`src/hw/rtl/ppm_p6_pkg.sv`:
```
// ----------------------------------------------------------------------------
// ppm_p6_pkg
// Shared widths, codes, result types and helpers for the P6 stream decoder.
// ----------------------------------------------------------------------------
`default_nettype none

package ppm_p6_pkg;

  localparam int unsigned BYTE_W      = 8;
  localparam int unsigned DIM_W       = 16;
  localparam int unsigned NUM_W       = 32;
  localparam int unsigned NUM_EXT_W   = NUM_W + 4;
  localparam int unsigned CNT_W       = 37;
  localparam int unsigned MAXIN_W     = 36;
  localparam int unsigned MAXPIX_W    = 32;
  localparam int unsigned MAXDEC_W    = 35;
  localparam int unsigned RAS_W       = 34;
  localparam int unsigned TOKLEN_W    = 3;
  localparam int unsigned KIND_W      = 2;
  localparam int unsigned ERR_W       = 4;
  localparam int unsigned OUT_TDATA_W = 72;
  localparam int unsigned CFG_IDX_W   = 3;
  localparam int unsigned CFG_DATA_W  = 36;

  localparam logic [MAXIN_W-1:0]  RST_MAX_INPUT_BYTES   = 36'd268435456;
  localparam logic [DIM_W-1:0]    RST_MAX_WIDTH         = 16'd16384;
  localparam logic [DIM_W-1:0]    RST_MAX_HEIGHT        = 16'd16384;
  localparam logic [MAXPIX_W-1:0] RST_MAX_PIXELS        = 32'd67108864;
  localparam logic [MAXDEC_W-1:0] RST_MAX_DECODED_BYTES = 35'd268435456;

  localparam logic [BYTE_W-1:0] CH_HASH      = 8'h23;
  localparam logic [BYTE_W-1:0] CH_P         = 8'h50;
  localparam logic [BYTE_W-1:0] CH_SIX       = 8'h36;
  localparam logic [BYTE_W-1:0] CH_ZERO      = 8'h30;
  localparam logic [BYTE_W-1:0] CH_NINE      = 8'h39;
  localparam logic [BYTE_W-1:0] CH_CR        = 8'h0D;
  localparam logic [BYTE_W-1:0] CH_LF        = 8'h0A;
  localparam logic [BYTE_W-1:0] ALPHA_OPAQUE = 8'hFF;
  localparam logic [NUM_W-1:0]  MAXVAL_REQ   = 32'd255;
  localparam logic [TOKLEN_W-1:0] MAGIC_LEN  = 3'd2;

  typedef enum logic [2:0] {
    PH_MAGIC  = 3'd0,
    PH_WIDTH  = 3'd1,
    PH_HEIGHT = 3'd2,
    PH_MAXVAL = 3'd3,
    PH_BODY   = 3'd4
  } phase_t;

  typedef enum logic {
    RAS_RUN  = 1'b0,
    RAS_DONE = 1'b1
  } ras_state_t;

  typedef enum logic [KIND_W-1:0] {
    KIND_HEADER = 2'd0,
    KIND_PIXEL  = 2'd1,
    KIND_ERROR  = 2'd2
  } kind_t;

  typedef enum logic [ERR_W-1:0] {
    ERR_TOO_LONG      = 4'd0,
    ERR_TOKEN_MISSING = 4'd1,
    ERR_MAGIC         = 4'd2,
    ERR_WIDTH         = 4'd3,
    ERR_HEIGHT        = 4'd4,
    ERR_MAXVAL_SYNTAX = 4'd5,
    ERR_MAXVAL_VALUE  = 4'd6,
    ERR_SEPARATOR     = 4'd7,
    ERR_DIMS          = 4'd8,
    ERR_SIZE          = 4'd9,
    ERR_RASTER        = 4'd10
  } err_t;

  typedef enum logic [CFG_IDX_W-1:0] {
    CFG_MAX_INPUT_BYTES   = 3'd0,
    CFG_MAX_WIDTH         = 3'd1,
    CFG_MAX_HEIGHT        = 3'd2,
    CFG_MAX_PIXELS        = 3'd3,
    CFG_MAX_DECODED_BYTES = 3'd4
  } cfg_idx_t;

  typedef struct packed {
    logic              valid;
    kind_t             kind;
    logic [DIM_W-1:0]  width;
    logic [DIM_W-1:0]  height;
    logic [BYTE_W-1:0] red;
    logic [BYTE_W-1:0] green;
    logic [BYTE_W-1:0] blue;
    logic [BYTE_W-1:0] alpha;
    err_t              err;
    logic              last;
  } res_t;

  typedef struct packed {
    logic             dims_bad;
    logic             size_bad;
    logic [RAS_W-1:0] raster_len;
  } dim_t;

  typedef struct packed {
    logic             go;
    logic             cr;
    logic [RAS_W-1:0] len;
  } ras_start_t;

  function automatic logic is_space(logic [BYTE_W-1:0] c);
    return c inside {8'h20, 8'h09, 8'h0D, 8'h0A, 8'h0C, 8'h0B};
  endfunction

  function automatic res_t res_none();
    res_t r;
    r = '0;
    return r;
  endfunction

  function automatic res_t res_err(err_t code);
    res_t r;
    r       = '0;
    r.valid = 1'b1;
    r.kind  = KIND_ERROR;
    r.err   = code;
    return r;
  endfunction

  function automatic res_t res_header(logic [DIM_W-1:0] w, logic [DIM_W-1:0] h);
    res_t r;
    r        = '0;
    r.valid  = 1'b1;
    r.kind   = KIND_HEADER;
    r.width  = w;
    r.height = h;
    return r;
  endfunction

  function automatic res_t res_pixel(logic [BYTE_W-1:0] rd, logic [BYTE_W-1:0] gr,
                                     logic [BYTE_W-1:0] bl, logic lst);
    res_t r;
    r       = '0;
    r.valid = 1'b1;
    r.kind  = KIND_PIXEL;
    r.red   = rd;
    r.green = gr;
    r.blue  = bl;
    r.alpha = ALPHA_OPAQUE;
    r.last  = lst;
    return r;
  endfunction

endpackage

`default_nettype wire

```
`src/hw/rtl/ppm_p6_dim.sv`:
```
// ----------------------------------------------------------------------------
// ppm_p6_dim
// Pixel count and raster length from the parsed dimensions, and limit checks.
// ----------------------------------------------------------------------------
`default_nettype none

module ppm_p6_dim import ppm_p6_pkg::*; (
  input  logic                clk,
  input  logic [NUM_W-1:0]    img_width,
  input  logic [NUM_W-1:0]    img_height,
  input  logic [DIM_W-1:0]    cap_width,
  input  logic [DIM_W-1:0]    cap_height,
  input  logic [MAXPIX_W-1:0] cap_pixels,
  input  logic [MAXDEC_W-1:0] cap_dec_bytes,
  output dim_t                dim
);

  logic [2*DIM_W-1:0] pixels_r;
  logic [RAS_W-1:0]   raster_len_r;

  always_ff @(posedge clk) begin
    pixels_r     <= {{DIM_W{1'b0}}, img_width[DIM_W-1:0]} *
                    {{DIM_W{1'b0}}, img_height[DIM_W-1:0]};
    raster_len_r <= {1'b0, pixels_r, 1'b0} + {2'b00, pixels_r};
  end

  always_comb begin
    dim.dims_bad   = (img_width == '0) || (img_height == '0) ||
                     (img_width  > {{(NUM_W-DIM_W){1'b0}}, cap_width}) ||
                     (img_height > {{(NUM_W-DIM_W){1'b0}}, cap_height});
    dim.size_bad   = (pixels_r > cap_pixels) ||
                     ({1'b0, pixels_r} > cap_dec_bytes[MAXDEC_W-1:2]);
    dim.raster_len = raster_len_r;
  end

endmodule

`default_nettype wire

```
`src/hw/rtl/ppm_p6_hdr.sv`:
```
// ----------------------------------------------------------------------------
// ppm_p6_hdr
// Header tokenizer: magic, width, height and maximum value, then separator.
// ----------------------------------------------------------------------------
`default_nettype none

module ppm_p6_hdr import ppm_p6_pkg::*; (
  input  logic              clk,
  input  logic              rst_n,
  input  logic              step,
  input  logic              clear,
  input  logic [BYTE_W-1:0] byte_in,
  input  logic              eof,
  input  dim_t              dim,
  output res_t              res,
  output ras_start_t        start,
  output logic              in_body,
  output logic [NUM_W-1:0]  img_width,
  output logic [NUM_W-1:0]  img_height
);

  typedef struct packed {
    logic fail;
    err_t code;
  } jdg_t;

  phase_t              phase_r,   phase_nxt;
  logic                comment_r, comment_nxt;
  logic [TOKLEN_W-1:0] len_r,     len_nxt;
  logic                match_r,   match_nxt;
  logic [NUM_W-1:0]    accum_r,   accum_nxt;
  logic                ovf_r,     ovf_nxt;
  logic                bad_r,     bad_nxt;
  logic [NUM_W-1:0]    width_r,   width_nxt;
  logic [NUM_W-1:0]    height_r,  height_nxt;

  logic                sp;
  logic                hash;
  logic                digit;
  logic [NUM_EXT_W-1:0] mul10;
  logic [TOKLEN_W-1:0] ab_len;
  logic                ab_match;
  logic [NUM_W-1:0]    ab_accum;
  logic                ab_ovf;
  logic                ab_bad;
  jdg_t                cur_j;
  jdg_t                nxt_j;

  function automatic jdg_t judge(phase_t ph, logic [TOKLEN_W-1:0] len, logic mt,
                                 logic [NUM_W-1:0] acc, logic ov, logic bd);
    jdg_t j;
    j.fail = 1'b0;
    j.code = ERR_MAGIC;
    case (ph)
      PH_MAGIC: begin
        j.fail = !(mt && (len == MAGIC_LEN));
        j.code = ERR_MAGIC;
      end
      PH_WIDTH: begin
        j.fail = ov || bd;
        j.code = ERR_WIDTH;
      end
      PH_HEIGHT: begin
        j.fail = ov || bd;
        j.code = ERR_HEIGHT;
      end
      default: begin
        if (ov || bd) begin
          j.fail = 1'b1;
          j.code = ERR_MAXVAL_SYNTAX;
        end else begin
          j.fail = (acc != MAXVAL_REQ);
          j.code = ERR_MAXVAL_VALUE;
        end
      end
    endcase
    return j;
  endfunction

  always_ff @(posedge clk) begin
    if (!rst_n) begin
      phase_r   <= PH_MAGIC;
      comment_r <= 1'b0;
      len_r     <= '0;
      match_r   <= 1'b1;
      accum_r   <= '0;
      ovf_r     <= 1'b0;
      bad_r     <= 1'b0;
      width_r   <= '0;
      height_r  <= '0;
    end else begin
      phase_r   <= phase_nxt;
      comment_r <= comment_nxt;
      len_r     <= len_nxt;
      match_r   <= match_nxt;
      accum_r   <= accum_nxt;
      ovf_r     <= ovf_nxt;
      bad_r     <= bad_nxt;
      width_r   <= width_nxt;
      height_r  <= height_nxt;
    end
  end

  always_comb begin
    sp    = is_space(byte_in);
    hash  = (byte_in == CH_HASH);
    digit = byte_in inside {[CH_ZERO:CH_NINE]};
    mul10 = {1'b0, accum_r, 3'b000} + {3'b000, accum_r, 1'b0} +
            {{(NUM_EXT_W-4){1'b0}}, byte_in[3:0]};

    ab_len   = (len_r != '1) ? len_r + 1'b1 : len_r;
    ab_match = match_r;
    ab_accum = accum_r;
    ab_ovf   = ovf_r;
    ab_bad   = bad_r;
    if (phase_r == PH_MAGIC) begin
      ab_match = match_r && (((len_r == '0) && (byte_in == CH_P)) ||
                             ((len_r == 3'd1) && (byte_in == CH_SIX)));
    end else if (digit) begin
      ab_accum = mul10[NUM_W-1:0];
      ab_ovf   = ovf_r || (mul10[NUM_EXT_W-1:NUM_W] != '0);
    end else begin
      ab_bad = 1'b1;
    end

    cur_j = judge(phase_r, len_r, match_r, accum_r, ovf_r, bad_r);

    phase_nxt   = phase_r;
    comment_nxt = comment_r;
    len_nxt     = len_r;
    match_nxt   = match_r;
    accum_nxt   = accum_r;
    ovf_nxt     = ovf_r;
    bad_nxt     = bad_r;
    width_nxt   = width_r;
    height_nxt  = height_r;
    res         = res_none();
    start       = '0;

    if (step && (phase_r != PH_BODY)) begin
      if ((len_r != '0) && (sp || hash)) begin
        if (cur_j.fail) begin
          res = res_err(cur_j.code);
        end else if (phase_r == PH_MAXVAL) begin
          if (hash) begin
            res = res_err(ERR_SEPARATOR);
          end else if (dim.dims_bad) begin
            res = res_err(ERR_DIMS);
          end else if (dim.size_bad) begin
            res = res_err(ERR_SIZE);
          end else begin
            phase_nxt = PH_BODY;
            start.go  = 1'b1;
            start.cr  = (byte_in == CH_CR);
            start.len = dim.raster_len;
            res = eof ? res_err(ERR_RASTER)
                      : res_header(width_r[DIM_W-1:0], height_r[DIM_W-1:0]);
          end
        end else begin
          case (phase_r)
            PH_MAGIC:  phase_nxt = PH_WIDTH;
            PH_WIDTH: begin
              phase_nxt = PH_HEIGHT;
              width_nxt = accum_r;
            end
            PH_HEIGHT: begin
              phase_nxt  = PH_MAXVAL;
              height_nxt = accum_r;
            end
            default:   phase_nxt = phase_r;
          endcase
          len_nxt     = '0;
          match_nxt   = 1'b1;
          accum_nxt   = '0;
          ovf_nxt     = 1'b0;
          bad_nxt     = 1'b0;
          comment_nxt = hash;
          if (eof) begin
            res = res_err(ERR_TOKEN_MISSING);
          end
        end
      end else begin
        if ((len_r != '0) || (!comment_r && !hash && !sp)) begin
          len_nxt   = ab_len;
          match_nxt = ab_match;
          accum_nxt = ab_accum;
          ovf_nxt   = ab_ovf;
          bad_nxt   = ab_bad;
        end else if (comment_r) begin
          if ((byte_in == CH_LF) || (byte_in == CH_CR)) begin
            comment_nxt = 1'b0;
          end
        end else if (hash) begin
          comment_nxt = 1'b1;
        end
        if (eof) begin
          if (len_nxt == '0) begin
            res = res_err(ERR_TOKEN_MISSING);
          end else if (nxt_j.fail) begin
            res = res_err(nxt_j.code);
          end else begin
            res = res_err((phase_r == PH_MAXVAL) ? ERR_SEPARATOR : ERR_TOKEN_MISSING);
          end
        end
      end
    end

    if (clear) begin
      phase_nxt   = PH_MAGIC;
      comment_nxt = 1'b0;
      len_nxt     = '0;
      match_nxt   = 1'b1;
      accum_nxt   = '0;
      ovf_nxt     = 1'b0;
      bad_nxt     = 1'b0;
      width_nxt   = '0;
      height_nxt  = '0;
    end
  end

  assign nxt_j      = judge(phase_r, ab_len, ab_match, ab_accum, ab_ovf, ab_bad);
  assign in_body    = (phase_r == PH_BODY);
  assign img_width  = width_r;
  assign img_height = height_r;

endmodule

`default_nettype wire

```
`src/hw/rtl/ppm_p6_ras.sv`:
```
// ----------------------------------------------------------------------------
// ppm_p6_ras
// Raster unpacker: gathers three bytes into one RGBA pixel, counts length.
// ----------------------------------------------------------------------------
`default_nettype none

module ppm_p6_ras import ppm_p6_pkg::*; (
  input  logic              clk,
  input  logic              rst_n,
  input  logic              step,
  input  logic              clear,
  input  ras_start_t        start,
  input  logic [BYTE_W-1:0] byte_in,
  input  logic              eof,
  output res_t              res
);

  localparam logic [1:0] CHAN_RED   = 2'd0;
  localparam logic [1:0] CHAN_GREEN = 2'd1;
  localparam logic [1:0] CHAN_BLUE  = 2'd2;

  ras_state_t        state_r, state_nxt;
  logic              cr_r,    cr_nxt;
  logic [RAS_W-1:0]  rem_r,   rem_nxt;
  logic [1:0]        chan_r,  chan_nxt;
  logic [BYTE_W-1:0] red_r,   red_nxt;
  logic [BYTE_W-1:0] green_r, green_nxt;
  logic [RAS_W-1:0]  rem_dec;

  always_ff @(posedge clk) begin
    if (!rst_n) begin
      state_r <= RAS_RUN;
      cr_r    <= 1'b0;
      rem_r   <= '0;
      chan_r  <= CHAN_RED;
      red_r   <= '0;
      green_r <= '0;
    end else begin
      state_r <= state_nxt;
      cr_r    <= cr_nxt;
      rem_r   <= rem_nxt;
      chan_r  <= chan_nxt;
      red_r   <= red_nxt;
      green_r <= green_nxt;
    end
  end

  always_comb begin
    state_nxt = state_r;
    cr_nxt    = cr_r;
    rem_nxt   = rem_r;
    chan_nxt  = chan_r;
    red_nxt   = red_r;
    green_nxt = green_r;
    res       = res_none();
    rem_dec   = (rem_r != '0) ? rem_r - 1'b1 : rem_r;

    if (start.go) begin
      state_nxt = RAS_RUN;
      cr_nxt    = start.cr;
      rem_nxt   = start.len;
      chan_nxt  = CHAN_RED;
    end else if (step) begin
      if (state_r == RAS_DONE) begin
        res = res_err(ERR_RASTER);
      end else if (cr_r && (byte_in == CH_LF)) begin
        cr_nxt = 1'b0;
        if (eof) begin
          res = res_err(ERR_RASTER);
        end
      end else begin
        cr_nxt  = 1'b0;
        rem_nxt = rem_dec;
        case (chan_r)
          CHAN_RED: begin
            red_nxt  = byte_in;
            chan_nxt = CHAN_GREEN;
            if (eof) res = res_err(ERR_RASTER);
          end
          CHAN_GREEN: begin
            green_nxt = byte_in;
            chan_nxt  = CHAN_BLUE;
            if (eof) res = res_err(ERR_RASTER);
          end
          default: begin
            chan_nxt = CHAN_RED;
            if (rem_dec == '0) begin
              state_nxt = RAS_DONE;
              res       = res_pixel(red_r, green_r, byte_in, eof);
            end else if (eof) begin
              res = res_err(ERR_RASTER);
            end else begin
              res = res_pixel(red_r, green_r, byte_in, 1'b0);
            end
          end
        endcase
      end
    end

    if (clear) begin
      state_nxt = RAS_RUN;
      cr_nxt    = 1'b0;
      rem_nxt   = '0;
      chan_nxt  = CHAN_RED;
      red_nxt   = '0;
      green_nxt = '0;
    end
  end

endmodule

`default_nettype wire

```
`src/hw/rtl/ppm_p6_stream_decoder_top.sv`:
```
// ----------------------------------------------------------------------------
// ppm_p6_stream_decoder_top
// Binary PPM (P6) stream decoder: header parse, limit checks, RGBA pixels.
// ----------------------------------------------------------------------------
// Usage:
//   in_*  : one file byte per item in in_tdata, in_tlast on the final byte.
//   out_* : results; out_tuser is the kind (header, pixel, error), out_tlast
//           marks the final pixel of an image whose last byte ended the file.
//   cfg_* : limit registers, written while no item is in flight.
// Each accepted byte yields zero or one result, registered in the cycle
// after acceptance. One byte is taken every cycle unless stalled; the output
// register alone separates the channels, so in_tready falls only while a
// result is held and out_tready is low. A stalled receiver therefore stalls
// the input after one result. After an error nothing more is emitted until
// in_tlast; the last byte of a file always returns the parser to its start
// state, limits kept. Reset clears the parser, the output register and the
// limits to their defaults; no clearing pass is needed.
// ----------------------------------------------------------------------------
`default_nettype none

module ppm_p6_stream_decoder_top import ppm_p6_pkg::*; (
  input  logic                   clk,
  input  logic                   rst_n,
  input  logic                   in_tvalid,
  output logic                   in_tready,
  input  logic [BYTE_W-1:0]      in_tdata,   // data_byte
  input  logic                   in_tlast,   // end_of_file
  output logic                   out_tvalid,
  input  logic                   out_tready,
  // image_width, image_height, red, green, blue, alpha, error_code, zero pad
  output logic [OUT_TDATA_W-1:0] out_tdata,
  output logic [KIND_W-1:0]      out_tuser,  // kind
  output logic                   out_tlast,  // final_res
  input  logic                   cfg_we,
  input  logic [CFG_IDX_W-1:0]   cfg_index,
  input  logic [CFG_DATA_W-1:0]  cfg_data
);

  logic [MAXIN_W-1:0]  max_in_r;
  logic [DIM_W-1:0]    max_w_r;
  logic [DIM_W-1:0]    max_h_r;
  logic [MAXPIX_W-1:0] max_pix_r;
  logic [MAXDEC_W-1:0] max_dec_r;

  logic [CNT_W-1:0]    cnt_r,    cnt_nxt;
  logic                failed_r, failed_nxt;
  logic                ovalid_r, ovalid_nxt;
  res_t                ores_r;

  logic                acc;
  logic                live;
  logic                over;
  logic                step;
  logic                clear;
  logic                in_body;
  res_t                hdr_res;
  res_t                ras_res;
  res_t                res;
  ras_start_t          start;
  dim_t                dim;
  logic [NUM_W-1:0]    img_width;
  logic [NUM_W-1:0]    img_height;

  ppm_p6_dim u_dim (
    .clk           (clk),
    .img_width     (img_width),
    .img_height    (img_height),
    .cap_width     (max_w_r),
    .cap_height    (max_h_r),
    .cap_pixels    (max_pix_r),
    .cap_dec_bytes (max_dec_r),
    .dim           (dim)
  );

  ppm_p6_hdr u_hdr (
    .clk        (clk),
    .rst_n      (rst_n),
    .step       (step),
    .clear      (clear),
    .byte_in    (in_tdata),
    .eof        (in_tlast),
    .dim        (dim),
    .res        (hdr_res),
    .start      (start),
    .in_body    (in_body),
    .img_width  (img_width),
    .img_height (img_height)
  );

  ppm_p6_ras u_ras (
    .clk     (clk),
    .rst_n   (rst_n),
    .step    (step && in_body),
    .clear   (clear),
    .start   (start),
    .byte_in (in_tdata),
    .eof     (in_tlast),
    .res     (ras_res)
  );

  always_ff @(posedge clk) begin
    if (!rst_n) begin
      max_in_r  <= RST_MAX_INPUT_BYTES;
      max_w_r   <= RST_MAX_WIDTH;
      max_h_r   <= RST_MAX_HEIGHT;
      max_pix_r <= RST_MAX_PIXELS;
      max_dec_r <= RST_MAX_DECODED_BYTES;
    end else if (cfg_we) begin
      case (cfg_index)
        CFG_MAX_INPUT_BYTES:   max_in_r  <= cfg_data[MAXIN_W-1:0];
        CFG_MAX_WIDTH:         max_w_r   <= cfg_data[DIM_W-1:0];
        CFG_MAX_HEIGHT:        max_h_r   <= cfg_data[DIM_W-1:0];
        CFG_MAX_PIXELS:        max_pix_r <= cfg_data[MAXPIX_W-1:0];
        CFG_MAX_DECODED_BYTES: max_dec_r <= cfg_data[MAXDEC_W-1:0];
        default: ;
      endcase
    end
  end

  assign in_tready = !ovalid_r || out_tready;
  assign acc       = in_tvalid && in_tready;
  assign live      = acc && !failed_r;
  assign over      = (cnt_r >= {1'b0, max_in_r});
  assign step      = live && !over;
  assign clear     = acc && in_tlast;

  always_comb begin
    res = res_none();
    if (live) begin
      if (over) begin
        res = res_err(ERR_TOO_LONG);
      end else if (hdr_res.valid) begin
        res = hdr_res;
      end else begin
        res = ras_res;
      end
    end

    cnt_nxt    = live ? cnt_r + 1'b1 : cnt_r;
    failed_nxt = failed_r || (res.valid && (res.kind == KIND_ERROR));
    if (clear) begin
      cnt_nxt    = '0;
      failed_nxt = 1'b0;
    end
    ovalid_nxt = in_tready ? res.valid : ovalid_r;
  end

  always_ff @(posedge clk) begin
    if (!rst_n) begin
      cnt_r    <= '0;
      failed_r <= 1'b0;
      ovalid_r <= 1'b0;
    end else begin
      cnt_r    <= cnt_nxt;
      failed_r <= failed_nxt;
      ovalid_r <= ovalid_nxt;
    end
  end

  always_ff @(posedge clk) begin
    if (in_tready) begin
      ores_r <= res;
    end
  end

  assign out_tvalid = ovalid_r;
  assign out_tdata  = {{(OUT_TDATA_W-4*BYTE_W-2*DIM_W-ERR_W){1'b0}}, ores_r.err,
                       ores_r.alpha, ores_r.blue, ores_r.green, ores_r.red,
                       ores_r.height, ores_r.width};
  assign out_tuser  = ores_r.kind;
  assign out_tlast  = ores_r.last;

endmodule

`default_nettype wire

```
`config.mk`:
```
export PLATFORM = sky130hd
export DESIGN_NAME = ppm_p6_stream_decoder_top
export DESIGN_NICKNAME = d
export VERILOG_FILES = /design/src/hw/rtl/ppm_p6_pkg.sv /design/src/hw/rtl/ppm_p6_dim.sv /design/src/hw/rtl/ppm_p6_hdr.sv /design/src/hw/rtl/ppm_p6_ras.sv /design/src/hw/rtl/ppm_p6_stream_decoder_top.sv
export SDC_FILE = /design/constraint.sdc
export NUM_CORES = 2
export LEC_CHECK = 0
export ABC_AREA = 1
export BUFFER_PORTS_ARGS = -buffer_cell sky130_fd_sc_hd__buf_2
export CAP_MARGIN = 20
export CORE_ASPECT_RATIO = 0.8
export CORE_MARGIN = 5
export CORE_UTILIZATION = 40
export CTS_CLUSTER_DIAMETER = 60
export DETAILED_ROUTE_END_ITERATION = 10
export GPL_TIMING_DRIVEN = 0
export PLACE_DENSITY = 0.55
export SLEW_MARGIN = 20
export SYNTH_ARGS = -nofsm -noshare
export SYNTH_HDL_FRONTEND = slang
export SYNTH_SLANG_ARGS = --single-unit
```
`constraint.sdc`:
```
create_clock -name clk -period 14.35 [get_ports clk]
set_clock_uncertainty 0.15 [all_clocks]
set_input_delay 1.435 -clock clk [delete_from_list [all_inputs] [get_ports clk]]
set_output_delay 1.435 -clock clk [all_outputs]
set_load 0.01 [all_outputs]
```
# Word-level counts from Yosys, hierarchy flattened
# Cells that the tools add are included.
[totals] mem_count=0 register_bits=471 output_inout_bits=77 rom_bits=0 latchBits=0 inputBits=53 word_cells=250 ramBits=0
[op_classes] shift=0 eq_ne=34 n_lt_le_gt_ge=7 div_mod_pow=0 reduce_logical=73 mux=88 n_bitwise=7 n_mul=1 addsub=6
[ops] operator="two-way mux 72 bit" count=20
[ops] operator="two-way mux 36 bit" count=7
[ops] operator="two-way mux 32 bit" count=6
[ops] operator="two-way mux 34 bit" count=5
[ops] operator="two-way mux 71 bit" count=2
[ops] operator="greater-than comparator 32 x 16 -> 1 bit" count=2
[ops] operator="zero test 32 bit" count=2
[ops] operator="inequality test 32 x 8 -> 1 bit (second input constant)" count=2
[ops] operator="equality test 8 x 4 -> 1 bit (second input constant)" count=5
[ops] operator="adder 37 x 1 -> 37 bit (second input constant)" count=1
[ops] operator="greater-or-equal comparator 37 x 36 -> 1 bit" count=1
[ops] operator="adder 35 x 33 -> 36 bit" count=1
[ops] operator="adder 36 x 4 -> 36 bit" count=1
[ops] operator="two-way mux 3 bit" count=12
[ops] operator="adder 33 x 32 -> 34 bit" count=1
[ops] operator="zero test 34 bit" count=1
[ops] operator="nonzero test 34 bit" count=1
[ops] operator="subtractor 34 x 1 -> 34 bit (second input constant)" count=1
[ops] operator="greater-than comparator 32 x 33 -> 1 bit" count=1
[ops] operator="greater-than comparator 32 bit" count=1
[ops] operator="multiplier 16 x 16 -> 32 bit" count=1
[ops] operator="case mux 5 bit (3 select lines)" count=2
[ops] operator="two-way mux 1 bit" count=29
[ops] operator="equality test 8 x 6 -> 1 bit (second input constant)" count=3
[ops] operator="32 further kinds" count=108

# Depth between registers and ports, before layout
[logic_depth] ltp_word=20 depth_mapped=28 depth_no_buf=27

# By module
# From an unflattened synthesis, not the netlist that was laid out.
[hier_totals] hier_cells=5691 hier_area_um2=38904.8
[modules_own_cells] mod="ppm_p6_dim" area_each_um2=15314.7 n_inst=1 seq_area_each_um2=1321.3 cells_each=2217
[modules_own_cells] mod="ppm_p6_stream_decoder_top" area_each_um2=10877.9 n_inst=1 seq_area_each_um2=5615.4 cells_each=1345
[modules_own_cells] mod="ppm_p6_hdr" area_each_um2=8784.7 n_inst=1 seq_area_each_um2=2122.0 cells_each=1495
[modules_own_cells] mod="ppm_p6_ras" area_each_um2=3927.5 n_inst=1 seq_area_each_um2=1081.0 cells_each=634

# Worst setup path before layout
# No wires, ideal clock.
[synth_path] path_kind="register to register" startpoint="reg u_hdr.height_r[6], in the netlist u_hdr.img_height[6]" endpoint="reg u_dim.pixels_r[28]" synth_period_minus_slack_ps=6067 arrival_ps=5794 path_buffers=2 required_time_ps=14077 stages_incl_launch_ff=23 setup_slack_ps=8283 cell_sequence="dfxtp_1 clkbuf_1 clkbuf_1 nand2_1 fa_1 inv_1 fa_1 inv_1 fa_1 fa_1 fa_1 inv_1 fa_1 ha_1 a21oi_1 o21ai_0 a21oi_1 inv_1 a21oi_1 o21bai_1 a21boi_0 o21bai_1 xor2_1"
[synth_between] elab_chain_cells=1
[synth_lines] element="from (decl)" line="ppm_p6_hdr.sv:35" rtl="logic [NUM_W-1:0] height_r, height_nxt;"
[synth_lines] element="from (signal assigned)" line="ppm_p6_hdr.sv:100" rtl="height_r <= height_nxt;"
[synth_lines] element="multiplier 16 x 16 -> 32 bit" line="ppm_p6_dim.sv:22" rtl="pixels_r <= {{DIM_W{1'b0}}, img_width[DIM_W-1:0]} *"
[synth_lines] element="to (signal assigned)" line="ppm_p6_dim.sv:22"
[synth_lines] element="to (decl)" line="ppm_p6_dim.sv:18" rtl="logic [2*DIM_W-1:0] pixels_r;"
# No other way between the ends.
# A chain may end at the register's enable or synchronous reset.

# Final worst setup path
# Ends and elaborated chain as after synthesis.

==> metrics.cfg <==
[setup_path]
timing.critical_path.mode_cell = fa_1
end_kind = register
slowest_delay_ps = 560
critPathRequiredTime_ps = 14710
critical_path_class = reg -> reg
rrSetupSlack_ps = 7240
worstPathMaxFanout = 10
crit_slowest_cell = fa_1
reg2reg_to = u_dim.pixels_r[28]$_DFF_P_
r2r-start = u_hdr.img_height[6]$_SDFFE_PP0P_
crit_arrival_ps = 7470
critical_path_buf_inv_count = 6
path_delay_family = adder cells
cp_cell_sequence = clkbuf_1 > clkbuf_1 > nand2_1 > fa_1 > inv_1 > fa_1 > inv_1 > fa_1 > fa_1 > fa_1 > inv_1 > fa_1 > ha_1 > a21oi_1 > o21ai_0 > a21oi_1 > inv_1 > a21oi_1 > o21bai_1 > a21boi_0 > o21bai_1 > xor2_1
worstRegToRegCells = 22
cp-start-kind = register

[timing]
period_minus_slack_ps = 7110
rsz0062_at_grt = false
setup_viol = 0
min_period_over_period = 0.495
worst_slack_ps = 7240
clock.fmax_ghz = 0.141
fin_setup_tns_ps = 0
slew_headroom = 0.281
worstMarginPinSlew_ps = 1080
report.final.hold_viol_count = 0
slew_violations = 0

[clock_tree]
cts_resized = 0
clock_latency_ps = 630
cts_tree = yes
cts_buffer_depth = 3
clk_pin_slew_ps = 60
cts_made_buffers = 51
hold_buffers = 0
post_cts_buffers = 0
h-tree-depth = 2
cts.sinks = 462
root_buffer = clkbuf_16

[yosys]
ys.flop_type = dfxtp_1
postSynth.asyncResetShare = 0
synth_area_mm2 = 0.0354
ys_seq_area_frac = 0.279
synth_common_cells = 941 x nand2_1, 898 x inv_1, 483 x a21oi_1, 398 x dfxtp_1, 348 x o21ai_0
synth_edf_count = 64
syn_inst = 4807
synth_top_area_frac = 0.225
syn_area_per_cell_um2 = 7.36
yosys_warnings = 0
yosysMostFrequentCell = nand2_1
ys_types = 57
yosysTopAreaCell = dfxtp_1
ys_ff_latch = 462
synth_area_leaders = dfxtp_1 23%, ha_1 12%, fa_1 11%, nand2_1 10%, inv_1 9.5%

[finish]
areaGrowthSynthToFinish_pct = 11.1
drive_gt1_frac = 0.0702
fin_nets = 5576

[grt]
grt_pass1_vias = 29900
grt_pass1_wl_mm = 178
grt_max_degree = 44
overflow = 0
grt_use_total = 0.239
antenna_found_initial = 11

[detailed_routing]
vias = 31600
ant_nets = 0
drt_iter0_drc = 2525
wire_per_inst_um = 18.6
drcViolationCount = 0
via_per_inst = 5.09
firstDrtPassIters = 6
routed_wl_mm = 116

[floorplanning]
fp.dieH_um = 276
dieArea_mm2 = 0.0946
initial_core_util = 0.404
core_area_mm2 = 0.0876
ios = 130
rows = 97
die_w_um = 343

[power]
p_int_mw = 2.21
power.switching_mw = 0.801
ir_worst_vdd_v = 0.0000849
swShare = 0.266
power_frac_comb = 0.092
pwr-share-seq = 0.451
power_leakage_nw = 19.5
total_power_mw = 3.01
clkPwrFrac = 0.457
power.density_mw_per_mm2 = 76.6

[place]
dp_hpwl_mm = 94.7
portBuffers = 124
place_congestion = 0.955
dp_worst_setup_slack_ps = 7260

[worst_hold_path]
whs_endpoint = u_dim.raster_len_r[0]$_DFF_P_
min_from = u_dim.pixels_r[0]$_DFF_P_
min_path_type = reg -> reg
hold_path_depth = 0

[outcome]
status = completed

[flow_run]
cap_violations = 0

[placed cells by master, fill, tap and decap left out, types with 52 or more instances in the layout]
| cell | instances |
|---|---|
| ha_1 | 338 |
| nor2_1 | 293 |
| buf_2 | 146 |
| clkbuf_1 | 156 |
| nand2_1 | 941 |
| o21ai_0 | 348 |
| inv_1 | 898 |
| clkbuf_16 | 52 |
| xor2_1 | 62 |
| edfxtp_1 | 64 |
| a21oi_1 | 483 |
| nor3_1 | 72 |
| nand4_1 | 84 |
| dfxtp_1 | 398 |
| fa_1 | 197 |
| nand3_1 | 156 |
[metal layers]
layer / global-route usage / vias up / part of all wire
li1: - / 15700 / -
met1: 0.374 / 14800 / 0.50
met2: 0.338 / 984 / 0.40
met3: 0.0474 / 144 / 0.080
met4: 0.0513 / 0 / 0.022
met5: 0 / - / 0
[power groups by stage]
| stage | registers (mW) | logic, mW | clock network [mW] |
|---|---|---|---|
| finish | 1.36 | 0.276 | 1.38 |
| global route | 1.36 | 0.307 | 1.45 |
| CTS | 1.36 | 0.272 | 1.41 |
| detailed placement | 1.39 | 0.270 | 0 |
| global placement | 1.39 | 0.268 | 0 |
| floorplan | 1.38 | 0.170 | 0 |
[worst max-delay path by stage]
| stage | cells after the start | startpoint | to | slack (ps) |
|---|---|---|---|---|
| 2_1_floorplan | 22 | u_hdr.img_height[6]$_SDFFE_PP0P_ | u_dim.pixels_r[28]$_DFF_P_ | 8280 |
| 3_3_place_gp | 22 | u_hdr.img_width[5]$_SDFFE_PP0P_ | u_dim.pixels_r[28]$_DFF_P_ | 7230 |
| 3_5_place_dp | 22 | u_hdr.img_width[7]$_SDFFE_PP0P_ | u_dim.pixels_r[28]$_DFF_P_ | 7260 |
| 4_1_cts | 22 | u_hdr.img_width[7]$_SDFFE_PP0P_ | u_dim.pixels_r[28]$_DFF_P_ | 7270 |
| 5_1_grt | 22 | u_hdr.img_height[6]$_SDFFE_PP0P_ | u_dim.pixels_r[28]$_DFF_P_ | 6830 |
| 6_report | 22 | u_hdr.img_height[6]$_SDFFE_PP0P_ | u_dim.pixels_r[28]$_DFF_P_ | 7240 |
[through the flow]
stage	instance area, um^2	util	hold slack (ps)	cells
after CTS	39300	0.449	287	6216
final	39300	0.449	291	6219
after global placement	37500	0.428	281	6122
after detailed placement	37500	0.428	280	6123
after global routing	39300	0.449	291	6219
after floorplan	35400	-	205	4810
[registers in the layout, indices dropped and copies added (netlist names), 8 cells and up]
name,count
max_in_r,36
max_h_r,16
max_pix_r,32
u_hdr.img_width,32
cnt_r,37
u_dim.pixels_r,32
u_dim.raster_len_r,34
max_w_r,16
out_tdata,61
u_ras.rem_r,34
max_dec_r,33
u_ras.green_r,8
u_ras.red_r,8
u_hdr.accum_r,32
u_hdr.img_height,32
[area by class of cell]
class                      instances  area, um^2
timing repair buffer             125         648
fill                            9112       48300
inverter                         915        3430
tap                             1188        1490
multi-input combinational       3239       21200
buffer                           194         858
clock buffer                      69        1490
clock inverter                    24         278
sequential                       462        9890
antenna                            3        7.51
[cells by family (layout without fill, tap and decap cells)]
group / after synthesis / in the layout / share of synthesized area
other: 1 / 7 / 0.000106
and+or+nand+nor: 1660 / 1660 / 0.205
xor gates and xnor gates: 94 / 94 / 0.0233
buffers and inverters: 1109 / 1327 / 0.121
adders and majority gates: 535 / 535 / 0.231
AOI/OAI and AO/OA: 945 / 945 / 0.140
muxes: 1 / 1 / 0.000283
DFF: 462 / 462 / 0.279
[worst reg2reg max path: cells and delay by family (launching register included)]
| family | cells | cell delay, ps |
|---|---|---|
| AOI/OAI and AO/OA | 7 | 1460 |
| xor gates and xnor gates | 1 | 160 |
| adders and majority gates | 7 | 3430 |
| buffers and inverters | 6 | 1320 |
| DFF | 1 | 340 |
| and+or+nand+nor | 1 | 160 |
(Power assumes the default switching activity.)
